## config.mk

```make
export PLATFORM = sky130hd
export DESIGN_NAME = tachometer_period_to_rpm
export DESIGN_NICKNAME = d
export VERILOG_FILES = /design/src/hdl/tprpm_pkg.sv /design/src/hdl/tachometer_period_to_rpm.sv /design/src/hdl/tprpm_regs.sv /design/src/hdl/tprpm_div.sv
export VERILOG_INCLUDE_DIRS = /design/src /design/src/hdl
export SDC_FILE = /design/constraint.sdc
export NUM_CORES = 1
export LEC_CHECK = 0
export ABC_CLOCK_PERIOD_IN_PS = 7200
export BUFFER_PORTS_ARGS = -buffer_cell sky130_fd_sc_hd__buf_2
export CAP_MARGIN = 5
export CORE_MARGIN = 3
export CORE_UTILIZATION = 64
export CTS_CLUSTER_DIAMETER = 60
export CTS_CLUSTER_SIZE = 16
export DETAILED_ROUTE_END_ITERATION = 10
export PLACE_DENSITY = 0.81
export SYNTH_ARGS = -nofsm -noshare
export SYNTH_HDL_FRONTEND = slang
export SYNTH_SLANG_ARGS = --single-unit
```

## constraint.sdc

```tcl
create_clock -name clk -period 7.2 [get_ports clk]
set_clock_uncertainty 0.1 [all_clocks]
set_input_delay 0.36 -clock clk [delete_from_list [all_inputs] [get_ports clk]]
set_output_delay 0.36 -clock clk [all_outputs]
set_load 0.01 [all_outputs]
```

## src/hdl/tachometer_period_to_rpm_defines.svh

```systemverilog
// Assertion macros shared by the tachometer period-to-rpm RTL.
// Depends on nothing; users must have clk and rst_n in scope.
`ifndef TACHOMETER_PERIOD_TO_RPM_DEFINES_SVH
`define TACHOMETER_PERIOD_TO_RPM_DEFINES_SVH

// A condition that must hold at every clock edge out of reset.
`define TPR_ASSERT_ALWAYS(lbl, cond) \
    lbl: assert property (@(posedge clk) disable iff (!rst_n) (cond)) \
        else $error("tachometer invariant violated");

// A condition that must hold in the cycle after a trigger.
`define TPR_ASSERT_NEXT(lbl, pre, post) \
    lbl: assert property (@(posedge clk) disable iff (!rst_n) (pre) |=> (post)) \
        else $error("tachometer sequencing violated");

`endif

```

## src/hdl/tprpm_pkg.sv

```systemverilog
// Shared types and constants for the tachometer period-to-rpm block.
// No dependencies; imported by every module of the block.
`timescale 1ns / 1ps

package tprpm_pkg;

    localparam int RPM_BITS      = 16;
    localparam int OUT_ACC_BITS  = 17;
    localparam int PROD_BITS     = OUT_ACC_BITS + RPM_BITS;
    localparam int CFG_ADDR_BITS = 4;

    // 60000 rpm-ms: one revolution per millisecond period.
    localparam logic [RPM_BITS-1:0] RPM_NUMERATOR = 16'd60000;
    localparam logic [RPM_BITS-1:0] RPM_SATURATED = 16'd60000;

    localparam logic [1:0] REG_WARN_HIGH   = 2'd0;
    localparam logic [1:0] REG_WARN_LOW    = 2'd1;
    localparam logic [1:0] REG_PULSE_RATIO = 2'd2;

    localparam logic [15:0] WARN_HIGH_RESET   = 16'd7000;
    localparam logic [15:0] WARN_LOW_RESET    = 16'd6500;
    localparam logic [31:0] PULSE_RATIO_RESET = 32'd60000;

    typedef struct packed {
        logic        pulse_level;
        logic [15:0] elapsed_ms;
    } in_beat_t;

    typedef struct packed {
        logic [15:0] rpm_value;
        logic        overspeed_warning;
        logic        out_level;
        logic        edge_seen;
    } out_beat_t;

    typedef struct packed {
        logic [15:0] warn_high_rpm;
        logic [15:0] warn_low_rpm;
        logic [31:0] pulse_ratio;
    } cfg_t;

endpackage

```

## src/hdl/tachometer_period_to_rpm.sv

```systemverilog
// Top level of the tachometer period-to-rpm converter.
// Depends on tprpm_pkg, tprpm_regs, tprpm_div and the assertion macro header.
`timescale 1ns / 1ps
`include "tachometer_period_to_rpm_defines.svh"

// Each input beat is one tick carrying the tach pin level and the milliseconds
// since the previous tick, and each tick yields exactly one output beat. A tick
// without a level change adds its time to the period and passes through the
// multiply and update steps; the result register loads in the update step,
// after which the block is ready again. A tick with a level change starts the
// restoring divider, which produces one bit of 60000 / period per cycle; when
// it is done the quotient is registered as the rpm, and the warning, multiply
// and update steps follow, the result register loading in the update step. An
// edge after zero accumulated time skips the divider and reports 60000 rpm,
// going through the warning, multiply and update steps. A result that has not
// yet been taken holds the sequencer in its last step until the output
// register is free. The block takes one tick at a time: in_ready is high only
// while the sequencer is idle, but a finished result may sit in the output
// register while the next tick is accepted. The warning sets at
// rpm >= warn_high_rpm and, failing that, clears at rpm <= warn_low_rpm. The
// regenerated output toggles when out_acc * rpm exceeds pulse_ratio; its
// accumulator, cleared on a toggle, then adds the tick time and wraps to zero
// above OUT_WRAP_MS. Configuration should only be written while idle.
module tachometer_period_to_rpm
    import tprpm_pkg::*;
#(
    parameter int OUT_WRAP_MS = 1000,
    parameter int PERIOD_BITS = 24
)
(
    input  logic                     clk,
    input  logic                     rst_n,
    input  logic                     in_valid,
    output logic                     in_ready,
    input  in_beat_t                 in_data,
    output logic                     out_valid,
    input  logic                     out_ready,
    output out_beat_t                out_data,
    input  logic                     psel,
    input  logic                     penable,
    input  logic                     pwrite,
    input  logic [CFG_ADDR_BITS-1:0] paddr,
    input  logic [31:0]              pwdata,
    output logic [31:0]              prdata,
    output logic                     pready
);

    localparam logic [2:0] ST_IDLE = 3'd0;
    localparam logic [2:0] ST_DIV  = 3'd1;
    localparam logic [2:0] ST_WARN = 3'd2;
    localparam logic [2:0] ST_MUL  = 3'd3;
    localparam logic [2:0] ST_UPD  = 3'd4;

    localparam logic [OUT_ACC_BITS-1:0] WRAP_LIMIT = OUT_ACC_BITS'(OUT_WRAP_MS);

    cfg_t cfg;

    logic [2:0]              state_reg;
    logic                    last_level_reg;
    logic [PERIOD_BITS-1:0]  period_acc_reg;
    logic [RPM_BITS-1:0]     rpm_reg;
    logic                    warn_reg;
    logic [OUT_ACC_BITS-1:0] out_acc_reg;
    logic                    out_reg;
    logic [15:0]             elapsed_reg;
    logic                    edge_reg;
    logic [PROD_BITS-1:0]    prod_reg;
    logic                    out_valid_reg;
    out_beat_t               out_data_reg;

    logic                    in_fire;
    logic                    level_change;
    logic [PERIOD_BITS:0]    period_sum;
    logic [PERIOD_BITS-1:0]  period_next;
    logic                    div_start;
    logic                    div_done;
    logic [RPM_BITS-1:0]     div_quotient;
    logic                    toggle;
    logic [OUT_ACC_BITS-1:0] acc_base;
    logic [OUT_ACC_BITS-1:0] acc_sum;
    logic [OUT_ACC_BITS-1:0] out_acc_next;
    logic                    out_next;
    logic                    result_load;

    tprpm_regs u_regs (
        .clk     (clk),
        .rst_n   (rst_n),
        .psel    (psel),
        .penable (penable),
        .pwrite  (pwrite),
        .paddr   (paddr),
        .pwdata  (pwdata),
        .prdata  (prdata),
        .pready  (pready),
        .cfg     (cfg)
    );

    tprpm_div #(
        .DW (PERIOD_BITS)
    ) u_div (
        .clk      (clk),
        .rst_n    (rst_n),
        .start    (div_start),
        .dividend (RPM_NUMERATOR),
        .divisor  (period_acc_reg),
        .done     (div_done),
        .quotient (div_quotient)
    );

    assign in_ready     = (state_reg == ST_IDLE);
    assign in_fire      = in_valid & in_ready;
    assign level_change = (in_data.pulse_level != last_level_reg);
    assign div_start    = in_fire & level_change & (period_acc_reg != '0);

    // Saturating period accumulation; the carry out marks overflow.
    always_comb
    begin
        period_sum  = {1'b0, period_acc_reg}
                    + {{(PERIOD_BITS - 15){1'b0}}, in_data.elapsed_ms};
        period_next = period_sum[PERIOD_BITS] ? {PERIOD_BITS{1'b1}}
                                              : period_sum[PERIOD_BITS-1:0];
    end

    // Output pulse regeneration: compare the registered product, clear on a
    // toggle, add the tick time and wrap above the limit.
    always_comb
    begin
        toggle       = (prod_reg > {1'b0, cfg.pulse_ratio});
        acc_base     = toggle ? '0 : out_acc_reg;
        acc_sum      = acc_base + OUT_ACC_BITS'(elapsed_reg);
        out_acc_next = (acc_sum > WRAP_LIMIT) ? '0 : acc_sum;
        out_next     = out_reg ^ toggle;
    end

    assign result_load = (state_reg == ST_UPD) & (~out_valid_reg | out_ready);

    always_ff @(posedge clk or negedge rst_n)
    begin
        if (!rst_n)
        begin
            state_reg      <= ST_IDLE;
            last_level_reg <= 1'b0;
            period_acc_reg <= '0;
            rpm_reg        <= '0;
            warn_reg       <= 1'b0;
            out_acc_reg    <= '0;
            out_reg        <= 1'b0;
            out_valid_reg  <= 1'b0;
        end
        else
        begin
            // A new result replaces one that leaves in the same cycle.
            if (result_load)
            begin
                out_valid_reg <= 1'b1;
            end
            else if (out_ready)
            begin
                out_valid_reg <= 1'b0;
            end
            case (state_reg)
                ST_IDLE:
                begin
                    if (in_fire)
                    begin
                        if (level_change)
                        begin
                            last_level_reg <= in_data.pulse_level;
                            period_acc_reg <= '0;
                            if (period_acc_reg == '0)
                            begin
                                rpm_reg   <= RPM_SATURATED;
                                state_reg <= ST_WARN;
                            end
                            else
                            begin
                                state_reg <= ST_DIV;
                            end
                        end
                        else
                        begin
                            period_acc_reg <= period_next;
                            state_reg      <= ST_MUL;
                        end
                    end
                end
                ST_DIV:
                begin
                    if (div_done)
                    begin
                        rpm_reg   <= div_quotient;
                        state_reg <= ST_WARN;
                    end
                end
                ST_WARN:
                begin
                    // Set has priority over clear when both thresholds are met.
                    if (rpm_reg >= cfg.warn_high_rpm)
                    begin
                        warn_reg <= 1'b1;
                    end
                    else if (rpm_reg <= cfg.warn_low_rpm)
                    begin
                        warn_reg <= 1'b0;
                    end
                    state_reg <= ST_MUL;
                end
                ST_MUL:
                begin
                    state_reg <= ST_UPD;
                end
                ST_UPD:
                begin
                    if (result_load)
                    begin
                        out_acc_reg <= out_acc_next;
                        out_reg     <= out_next;
                        state_reg   <= ST_IDLE;
                    end
                end
                default:
                begin
                    state_reg <= ST_IDLE;
                end
            endcase
        end
    end

    always_ff @(posedge clk)
    begin
        if (in_fire)
        begin
            elapsed_reg <= in_data.elapsed_ms;
            edge_reg    <= level_change;
        end
        if (state_reg == ST_MUL)
        begin
            prod_reg <= PROD_BITS'(out_acc_reg) * PROD_BITS'(rpm_reg);
        end
        if (result_load)
        begin
            out_data_reg.rpm_value         <= rpm_reg;
            out_data_reg.overspeed_warning <= warn_reg;
            out_data_reg.out_level         <= out_next;
            out_data_reg.edge_seen         <= edge_reg;
        end
    end

    assign out_valid = out_valid_reg;
    assign out_data  = out_data_reg;

    `TPR_ASSERT_ALWAYS(a_rpm_in_range, rpm_reg <= RPM_SATURATED)
    `TPR_ASSERT_ALWAYS(a_out_acc_wrapped, out_acc_reg <= WRAP_LIMIT)
    `TPR_ASSERT_ALWAYS(a_div_done_in_div, !div_done || state_reg == ST_DIV)
    `TPR_ASSERT_NEXT(a_edge_clears_period, in_fire && level_change, period_acc_reg == '0)

endmodule

```

## src/hdl/tprpm_regs.sv

```systemverilog
// APB-style configuration registers of the tachometer block.
// Depends on tprpm_pkg for the register indexes and reset values.
`timescale 1ns / 1ps

module tprpm_regs
    import tprpm_pkg::*;
(
    input  logic                     clk,
    input  logic                     rst_n,
    input  logic                     psel,
    input  logic                     penable,
    input  logic                     pwrite,
    input  logic [CFG_ADDR_BITS-1:0] paddr,
    input  logic [31:0]              pwdata,
    output logic [31:0]              prdata,
    output logic                     pready,
    output cfg_t                     cfg
);

    cfg_t       cfg_reg;
    logic [1:0] reg_idx;
    logic       wr_en;

    assign reg_idx = paddr[CFG_ADDR_BITS-1:2];
    assign wr_en   = psel & penable & pwrite;
    assign pready  = 1'b1;
    assign cfg     = cfg_reg;

    always_ff @(posedge clk or negedge rst_n)
    begin
        if (!rst_n)
        begin
            cfg_reg.warn_high_rpm <= WARN_HIGH_RESET;
            cfg_reg.warn_low_rpm  <= WARN_LOW_RESET;
            cfg_reg.pulse_ratio   <= PULSE_RATIO_RESET;
        end
        else if (wr_en)
        begin
            case (reg_idx)
                REG_WARN_HIGH:   cfg_reg.warn_high_rpm <= pwdata[15:0];
                REG_WARN_LOW:    cfg_reg.warn_low_rpm  <= pwdata[15:0];
                REG_PULSE_RATIO: cfg_reg.pulse_ratio   <= pwdata;
                default:         ;
            endcase
        end
    end

    always_comb
    begin
        case (reg_idx)
            REG_WARN_HIGH:   prdata = {16'd0, cfg_reg.warn_high_rpm};
            REG_WARN_LOW:    prdata = {16'd0, cfg_reg.warn_low_rpm};
            REG_PULSE_RATIO: prdata = cfg_reg.pulse_ratio;
            default:         prdata = 32'd0;
        endcase
    end

endmodule

```

## src/hdl/tprpm_div.sv

```systemverilog
// Radix-2 restoring divider, one quotient bit per cycle.
// Depends on tprpm_pkg for the quotient width.
`timescale 1ns / 1ps

module tprpm_div
    import tprpm_pkg::*;
#(
    parameter int DW = 24
)
(
    input  logic                clk,
    input  logic                rst_n,
    input  logic                start,
    input  logic [RPM_BITS-1:0] dividend,
    input  logic [DW-1:0]       divisor,
    output logic                done,
    output logic [RPM_BITS-1:0] quotient
);

    localparam int CW = $clog2(RPM_BITS);

    logic [DW-1:0]       div_reg;
    logic [DW-1:0]       rem_reg;
    logic [RPM_BITS-1:0] quo_reg;
    logic [CW-1:0]       cnt_reg;
    logic                busy_reg;
    logic                done_reg;

    logic [DW:0]   shifted;
    logic [DW:0]   diff;
    logic          qbit;
    logic [DW-1:0] rem_next;

    // The remainder stays below the divisor, so a failed subtract fits DW bits.
    always_comb
    begin
        shifted  = {rem_reg, quo_reg[RPM_BITS-1]};
        diff     = shifted - {1'b0, div_reg};
        qbit     = ~diff[DW];
        rem_next = qbit ? diff[DW-1:0] : shifted[DW-1:0];
    end

    always_ff @(posedge clk or negedge rst_n)
    begin
        if (!rst_n)
        begin
            busy_reg <= 1'b0;
            done_reg <= 1'b0;
            cnt_reg  <= '0;
        end
        else
        begin
            done_reg <= busy_reg && (cnt_reg == '0);
            if (start)
            begin
                busy_reg <= 1'b1;
                cnt_reg  <= CW'(RPM_BITS - 1);
            end
            else if (busy_reg)
            begin
                if (cnt_reg == '0)
                begin
                    busy_reg <= 1'b0;
                end
                else
                begin
                    cnt_reg <= cnt_reg - CW'(1);
                end
            end
        end
    end

    always_ff @(posedge clk)
    begin
        if (start)
        begin
            div_reg <= divisor;
            rem_reg <= '0;
            quo_reg <= dividend;
        end
        else if (busy_reg)
        begin
            rem_reg <= rem_next;
            quo_reg <= {quo_reg[RPM_BITS-2:0], qbit};
        end
    end

    assign done     = done_reg;
    assign quotient = quo_reg;

endmodule
```

# Word-level counts from Yosys, hierarchy flattened
# Cells that the tools add are included.
# totals
reg_bits	267
elab_cells	103
# op_classes
n_addsub	4
n_mul	1
magnitude_cmp	4
n_eq_ne	13
mux	27
bitwise	10
n_reduce_logical	20
# op_table
operator	n
32-bit case mux with 3 select lines	1
24-bit two-way mux	3
16-bit two-way mux	4
17-bit two-way mux	2
33-bit by 32-bit greater-than comparator with 1-bit output	1
17-bit by 16-bit multiplier with 33-bit output	1
16-bit case mux with 2 select lines	1
24-bit by 16-bit adder with 25-bit output	1
25-bit by 24-bit subtractor with 25-bit output	1
24-bit zero test	1
24-bit nonzero test	1
17-bit by 16-bit adder with 17-bit output	1
17-bit by 10-bit greater-than comparator with 1-bit output (second input constant)	1
16-bit >= comparator	1
16-bit less-or-equal comparator	1
3-bit case mux with 5 select lines	1
2-bit AND reduction	7
3-bit two-way mux	4
4-bit two-way mux	3
2-bit by 1-bit != test with 1-bit output (second input constant)	4
2-bit nonzero test	4
1-bit two-way mux	7
1-bit bitwise AND	6
3-bit by 2-bit equality test with 1-bit output (second input constant)	2
other kinds (17)	20

# Depth between registers and ports, before layout
# Gate-level depths: netlist (run 1).
# logic_depth
ltp_word	6
depth_mapped	24
depth_no_buf	23

# Cells and area by module
# From an unflattened synthesis (run 1), not the netlist that was laid out.
# unflattened
cells_unflattened	2483
area_unflattened_um2	24096.9
# modules_own_cells
module	instances	cells_per_inst	area_each_um2	seq_area_each_um2
tachometer_period_to_rpm	1	1829	16917.5	3673.5
tprpm_div	1	441	4277.9	1831.8
tprpm_regs	1	213	2901.5	1626.6

# Worst setup path after synthesis (run 1)
# OpenSTA, ideal clock, no wires.
# synth_path
path_type	reg-to-reg
start	register rpm_reg[6]
end	register prod_reg[30], data pin
arrival_ps	5999
required_time_ps	6835
path_slack_ps	836
path_stages_with_launch	25
n_path_buf	2
period_less_slack_ps	6364
path_cell_list	dfrtp_1 > clkbuf_1 > clkbuf_1 > nand2_1 > fa_1 > inv_1 > fa_1 > inv_1 > fa_1 > inv_1 > fa_1 > inv_1 > fa_1 > inv_1 > fa_1 > ha_1 > a21o_1 > a21oi_1 > nor2b_1 > o2111ai_1 > a31o_2 > o41ai_1 > a31oi_1 > o21ai_0 > xor2_1
# synth_via
elab_chain_len	1
# synth_rtl
element	line_no	text
from (decl)	tachometer_period_to_rpm.sv:61	logic [RPM_BITS-1:0] rpm_reg;
from (signal assigned)	tachometer_period_to_rpm.sv:191	rpm_reg <= div_quotient;
17-bit by 16-bit multiplier with 33-bit output	tachometer_period_to_rpm.sv:238	prod_reg <= PROD_BITS'(out_acc_reg) * PROD_BITS'(rpm_reg);
to (signal assigned)	tachometer_period_to_rpm.sv:238	
to (decl)	tachometer_period_to_rpm.sv:67	logic [PROD_BITS-1:0] prod_reg;
# Every way passes these cells.
# A chain may end at the register's enable or synchronous reset.

# Worst setup path after layout (run 1)
# layout_path
start	register out_acc_reg[13]
end	register prod_reg[30], data pin
# layout_via
elab_chain_len	1
# layout_rtl
element	line_no	text
from (decl)	tachometer_period_to_rpm.sv:63	logic [OUT_ACC_BITS-1:0] out_acc_reg;
from (signal assigned)	tachometer_period_to_rpm.sv:216	out_acc_reg <= out_acc_next;
17-bit by 16-bit multiplier with 33-bit output	tachometer_period_to_rpm.sv:238	
# Every way passes these cells.

==> reports/metrics.yaml, run 1 <==
pwr:
  seq_power_share_pct: 36.3
  ir_drop_v: 0.000265
  p_switching_mw: 2.99
  power.internal_mw: 4.08
  clockPowerShare_pct: 18.6
  swShare_pct: 42.3
  power_density_nw_per_um2: 274
  p_comb_share_pct: 45.1
  p_leak_nw: 12.4
  p_total_mw: 7.07
die:
  dieArea_um2: 38900
  io_pins: 114
  die_h_um: 197
  initial_core_util_pct: 65.4
  core_area_um2: 35800
  rows: 69
  die_w_um: 197
critical_path:
  cp.required_ps: 7400
  r2r-start: "out_acc_reg[13]"
  arrival_ps: 7080
  cp_max_fo: 18
  critPathLaunchType: "flop"
  crit_path_start: "out_acc_reg[13]"
  critPathKind: "reg2reg"
  cp-end-kind: "flop"
timing:
  slew_viol_final: 0
  setup_viol: 0
  tns_ps: 0
  fmax_ghz: 0.145
  tightest_slew_ps: 1200
  rsz0062_at_grt: "no"
  finalCriticalPeriod_ps: 6880
  timing.hold.ws_ps: 36.7
  hold_viol_final: 0
  slew_headroom_pct: 19.4
  post-route-period-util_pct: 95.5
synth:
  synth_top_area_share_pct: 18.0
  ys_ff_latch: 267
  synth.cell_area_um2: 23400
  synthCells: 2513
  ys_top_cells_by_area: "fa_1 (18%), dfrtp_1 (12%), ha_1 (12%)"
  synth_mux_area_share_pct: 2.32
  synth_flop_cell: "dfrtp_1"
  synth_commonest_cells: "inv_1 (383), nand2_1 (338), ha_1 (226)"
  synth_edf_count: 93
  synth.most_common_cell: "inv_1"
  async_flop_share_pct: 50.2
  synth_top_family_by_area: "adder cells"
  avgSynthCellArea_um2: 9.32
  syn_nets: 3010
  synth_fa_ha_area_share_pct: 30.1
  yosysUniqueCellTypes: 71
  synth_top_cell_by_area: "fa_1"
  synth_compound_area_share_pct: 12.6
  ys_warn_count: 0
  synthSimpleGateAreaFrac_pct: 14.9
  synth_xor_area_share_pct: 2.50
  ys_seq_area_share_pct: 29.8
finish:
  num_antenna_cells: 0
  nets: 3143
  largest_register_ffs: 64
  final_cell_area_um2: 25800
  area_growth_pct: 10.3
  fin_util_pct: 72.1
  drive_gt1_share_pct: 9.83
global_route:
  grt_max_degree: 70
  grt_pass1_vias: 19300
  track_usage_pct: 30.0
  grt_overflow: 0
  antenna_found_initial: 0
  grt_pass1_wl_mm: 94.5
detailed_routing:
  drt-vias-per-instance: 5.92
  ant_nets: 0
  via_count: 18500
  wirelength_mm: 58.0
  drt-initial-drc-count: 1332
  wire_per_inst_um: 18.6
  dr.pass1.iters: 5
  drc: 0
place:
  gp_congestion: 0.932
  placed_area_um2: 24500
  portBuffers: 110
  dp_hpwl_mm: 43.4
job:
  max_cap_viol_count: 0
hold_path:
  min-delay-start: "in_valid"
  hp-class: "in2reg"
clock_tree:
  cts_max_level: 1
  cts_post_setup_buffers_inserted: 0
  clockBufferDepth: 3
  clock-root-buffer: "clkbuf_16"
  clock_sinks: 267
  cts_made_buffers: 25
  clk_pin_slew_ps: 70
  cts_tree: "built"
  clkLatencyLatePin_ps: 560
status:
  status: "completed"
[layout make-up]
cell class	instances	area (um^2)
tap	461	577
timing repair buffer	205	1400
multi-input combinational	1764	14600
inverter	383	1440
sequential	267	6980
clock inverter	13	126
clock buffer	33	687
fill	2587	9980
[cell families after synthesis]
logic type | count (synthesis)
flip-flops | 267
AND/OR/NAND/NOR | 735
other | 1
AO/OA/AOI/OAI | 472
XOR/XNOR | 67
adder cells (fa/ha/maj) | 437
multiplexers | 52
buffers and inverters | 482
[layer usage]
layer,routed length (um),vias up,share of wire [%],GRT usage [%]
met1,22500,8963,39,37.0
met5,0,-,0,0
li1,-,8595,-,-
met2,28400,770,49,52.1
met3,4300,173,7.4,5.10
met4,2810,0,4.8,13.7
[what timing repair did]
action,in CTS,in global routing
setup endpoints to repair,0,4
endpoints found under the hold margin,126,0
hold buffers,50,0
gates resized for setup,0,10
[metrics by stage]
stage / setup slack (ps) / instances
6_report: 324 / 3126
5_1_grt: 15.4 / 3126
4_1_cts: 191 / 3126
3_5_place_dp: 248 / 3030
3_3_place_gp: 340 / 3030
2_1_floorplan: 836 / 2513
[worst max-delay path, cell delays in order (launching register included)]
cell     delay (ps)
dfrtp_1         840
nand2_1         180
fa_1            530
inv_1            50
fa_1            470
inv_1            50
fa_1            480
fa_1            490
inv_1            50
fa_1            530
inv_1            50
fa_1            520
inv_1            40
ha_1            340
inv_1            70
o21ai_0         240
a311o_1         170
nand3_1         180
o41ai_1         530
buf_4           210
a31oi_1         160
o21ai_0         230
xor2_1           90
[power by group through the flow]
stage	combinational, mW	sequential (mW)	clock (mW)
after floorplan	2.44	2.34	0
after global placement	2.97	2.55	0
after detailed placement	3.11	2.57	0
after CTS	3.16	2.54	1.34
after global routing	3.58	2.61	1.39
final	3.19	2.57	1.32
[cell usage in the layout, fill, tap and decap left out, drive strengths merged, types with 89 or more instances in the layout]
cell / n
nor2: 89
fa: 211
dfrtp: 114
and2: 130
edfxtp: 93
o21ai: 165
buf: 155
a21oi: 119
ha: 226
inv: 388
nand2: 338
[worst paths after layout]
path	slack (ps)	endpoint	cells past startpoint
worst max-delay path	320	prod_reg[30]	22
worst min-delay path	40	state_reg[1]	3
worst max register to register	320	prod_reg[30]	22
worst min register to register	340	out_data[0]	0
max in group asynchronous	5320	out_acc_reg[6]	3
min in group asynchronous	280	u_regs.cfg[1]	2
No activity file was read; power rests on OpenSTA's default activity.
==> inputs of run 2 (changes only) <==
--- a/config.mk
+++ b/config.mk
@@ -6,6 +6,7 @@
 export SDC_FILE = /design/constraint.sdc
 export NUM_CORES = 1
 export LEC_CHECK = 0
+export ABC_AREA = 1
 export ABC_CLOCK_PERIOD_IN_PS = 7200
 export BUFFER_PORTS_ARGS = -buffer_cell sky130_fd_sc_hd__buf_2
 export CAP_MARGIN = 5
==> run 2 against run 1 <==
  * First-iteration DRC count increased by 11%
  * Worst hold slack got worse by 27 ps
  * Critical path type unchanged
  * Power increased by 7.2%
  * Global-route usage increased by 0.79 points
  * Clock-buffer cell count increased by 2
  * Synthesized area increased by 5.7%
  * Die area increased by 5.5%
  * Worst setup slack improved by 390 ps
  * Sequential power increased by 4%
  * Utilization decreased by 0.98 points
  * Via count increased by 13%
==> reports/metrics.yaml, run 2 <==
critical_path:
  cp_max_fo: 16
  critPathKind: "reg2reg"
  critPathLaunchType: "flop"
  cp-end-kind: "flop"
  arrival_ps: 6700
  cp.required_ps: 7410
pwr:
  p_comb_share_pct: 47.0
  clockPowerShare_pct: 17.9
  p_leak_nw: 14.6
  ir_drop_v: 0.000245
  p_switching_mw: 3.45
  power_density_nw_per_um2: 281
  swShare_pct: 45.6
  seq_power_share_pct: 35.1
  power.internal_mw: 4.13
timing:
  finalCriticalPeriod_ps: 6490
  fmax_ghz: 0.154
  tightest_slew_ps: 1100
  slew_viol_final: 0
  post-route-period-util_pct: 90.1
  slew_headroom_pct: 26.3
  hold_viol_final: 0
  setup_viol: 0
  setup_ws_ps: 711
  tns_ps: 0
  rsz0062_at_grt: "no"
synth:
  synth_top_area_share_pct: 17.1
  synth_edf_count: 93
  ys_seq_area_share_pct: 28.2
  synth.cell_area_um2: 24800
  async_flop_share_pct: 50.2
  synthCells: 3150
  synth_top_cell_by_area: "fa_1"
  synth.most_common_cell: "nand2_1"
  ys_ff_latch: 267
  synth_flop_cell: "dfrtp_1"
  synth_commonest_cells: "nand2_1 (810), inv_1 (665), ha_1 (226)"
  avgSynthCellArea_um2: 7.86
  ys_warn_count: 0
  syn_nets: 3647
  ys_top_cells_by_area: "fa_1 (17%), nand2_1 (12%), dfrtp_1 (12%)"
  yosysUniqueCellTypes: 60
detailed_routing:
  ant_nets: 0
  dr.pass1.iters: 6
  wirelength_mm: 62.2
  wl_met2_mm: 29.6
  wire_per_inst_um: 16.5
  met3_length_mm: 4.59
  drc: 0
  drt-initial-drc-count: 1475
  highest_layer: "met4"
  drt-vias-per-instance: 5.51
  via_count: 20800
  wl_met1_mm: 25.1
clock_tree:
  clk_pin_slew_ps: 70
  cts_tree: "built"
  clockBufferDepth: 3
  clock_sinks: 267
  clock-root-buffer: "clkbuf_16"
  cts_made_buffers: 25
  post_cts_resized: 0
  cts_max_level: 1
  clkLatencyLatePin_ps: 570
finish:
  nets: 3745
  drive_gt1_share_pct: 8.08
  num_antenna_cells: 0
  layout_commonest_cell: "nand2_1"
  final_cell_mix: "nand2_1 (809), inv_1 (665), ha_1 (226), fa_1 (211), nor2_1 (200)"
  area_growth_pct: 8.99
  largest_register_ffs: 64
  nFillCells: 2932
global_route:
  grt_pass1_vias: 21500
  antenna_found_initial: 0
  grt_overflow: 0
  grt_pass1_wl_mm: 104
  track_usage_pct: 30.8
  grt_max_degree: 83
die:
  die_h_um: 203
  die_w_um: 203
  io_pins: 114
  rows: 71
  initial_core_util_pct: 65.3
  dieArea_um2: 41100
  core_area_um2: 37900
place:
  dpl_worst_slack_ps: 793
  dp_hpwl_mm: 48.4
  portBuffers: 110
  gp_congestion: 0.932
hold_path:
  hp-class: "in2reg"
job:
  max_cap_viol_count: 0
status:
  status: "completed"
-- run 2: changes by cell type after synthesis, moves of 19 or more --
cell	delta
o21ai_0	-32
nand2_1	+472
inv_1	+282
xnor2_1	-19
nand3_1	+64
mux2i_1	-34
nor3_1	-19
and2_1	-126
nand2_2	+23
nor2b_1	-35
nor2_1	+112
a21oi_1	+27
a21o_1	-25
-- run 2: final timing paths --
kind | startpoint | endpoint | slack, ps | cells past startpoint
min | pwdata[7] | u_regs.cfg[55] | 9 | 3
min in group asynchronous | rst_n | u_regs.cfg[41] | 310 | 2
max reg2reg | rpm_reg[8] | prod_reg[32] | 710 | 19
max in group asynchronous | rst_n | out_acc_reg[13] | 5420 | 3
min reg2reg | edge_reg | out_data[0] | 340 | 0
max | rpm_reg[8] | prod_reg[32] | 710 | 19
-- run 2: layer usage --
layer | up-vias | GRT usage, %
li1 | 9924 | -
met1 | 9853 | 38.3
met3 | 213 | 5.77
met2 | 837 | 53.1
met4 | 0 | 12.9
met5 | - | 0
-- run 2: what timing repair did --
| item | 4_1_cts | 5_1_grt |
|---|---|---|
| endpoints found under the hold margin | 114 | 0 |
| endpoints found under the setup margin | 0 | 0 |
| hold buffers | 45 | 0 |
| buffers inserted | 0 | 0 |
-- run 2: critical path: stages (launching register included) --
cell and delay (ps):
dfrtp_1 980, nand2_1 200, fa_1 540, fa_1 540, fa_1 440, fa_1 540, inv_1 50, fa_1 520
inv_1 50, fa_1 570, inv_1 50, ha_1 360, a21oi_1 210, a21boi_0 250, o21ai_0 190, nand2_1 90
nand3_1 160, nand3_1 120, nand3_1 90, xor2_1 160
-- run 2: metrics by stage --
step	std cells	power, mW	cell area, um^2	util, %	hold WS (ps)
floorplan	3150	5.18	24800	-	-35.6
global placement	3687	5.99	25700	67.8	301
detailed placement	3687	6.15	25700	67.8	322
CTS	3778	7.55	27000	71.2	0.656
global route	3778	8.17	27000	71.2	19.0
finish	3778	7.58	27000	71.2	9.21
-- run 2: cell families after synthesis --
group,synth area share (%)
simple gates,20.3
fa+ha+maj,28.5
flops,28.2
buf+inv,12.1
other cells,0.0151
compound gates,8.74
xor+xnor,2.19
-- run 2: layout make-up --
type	count	area [um^2]	share of cell area, %
clock buffers	35	694	2.57
well taps	511	639	2.37
inverters	671	2520	9.33
multi-input cells	2099	14800	54.9
clock inverters	11	135	0.501
repair buffers	184	1220	4.54
flip-flops and latches	267	6970	25.8
-- run 2: power by group through the flow --
| stage | sequential [mW] | combinational, mW | clock, mW |
|---|---|---|---|
| final | 2.66 | 3.57 | 1.35 |
| after floorplan | 2.34 | 2.84 | 0 |
| after global routing | 2.70 | 4.04 | 1.43 |
| after CTS | 2.63 | 3.54 | 1.37 |
| after global placement | 2.64 | 3.35 | 0 |
| after detailed placement | 2.66 | 3.49 | 0 |
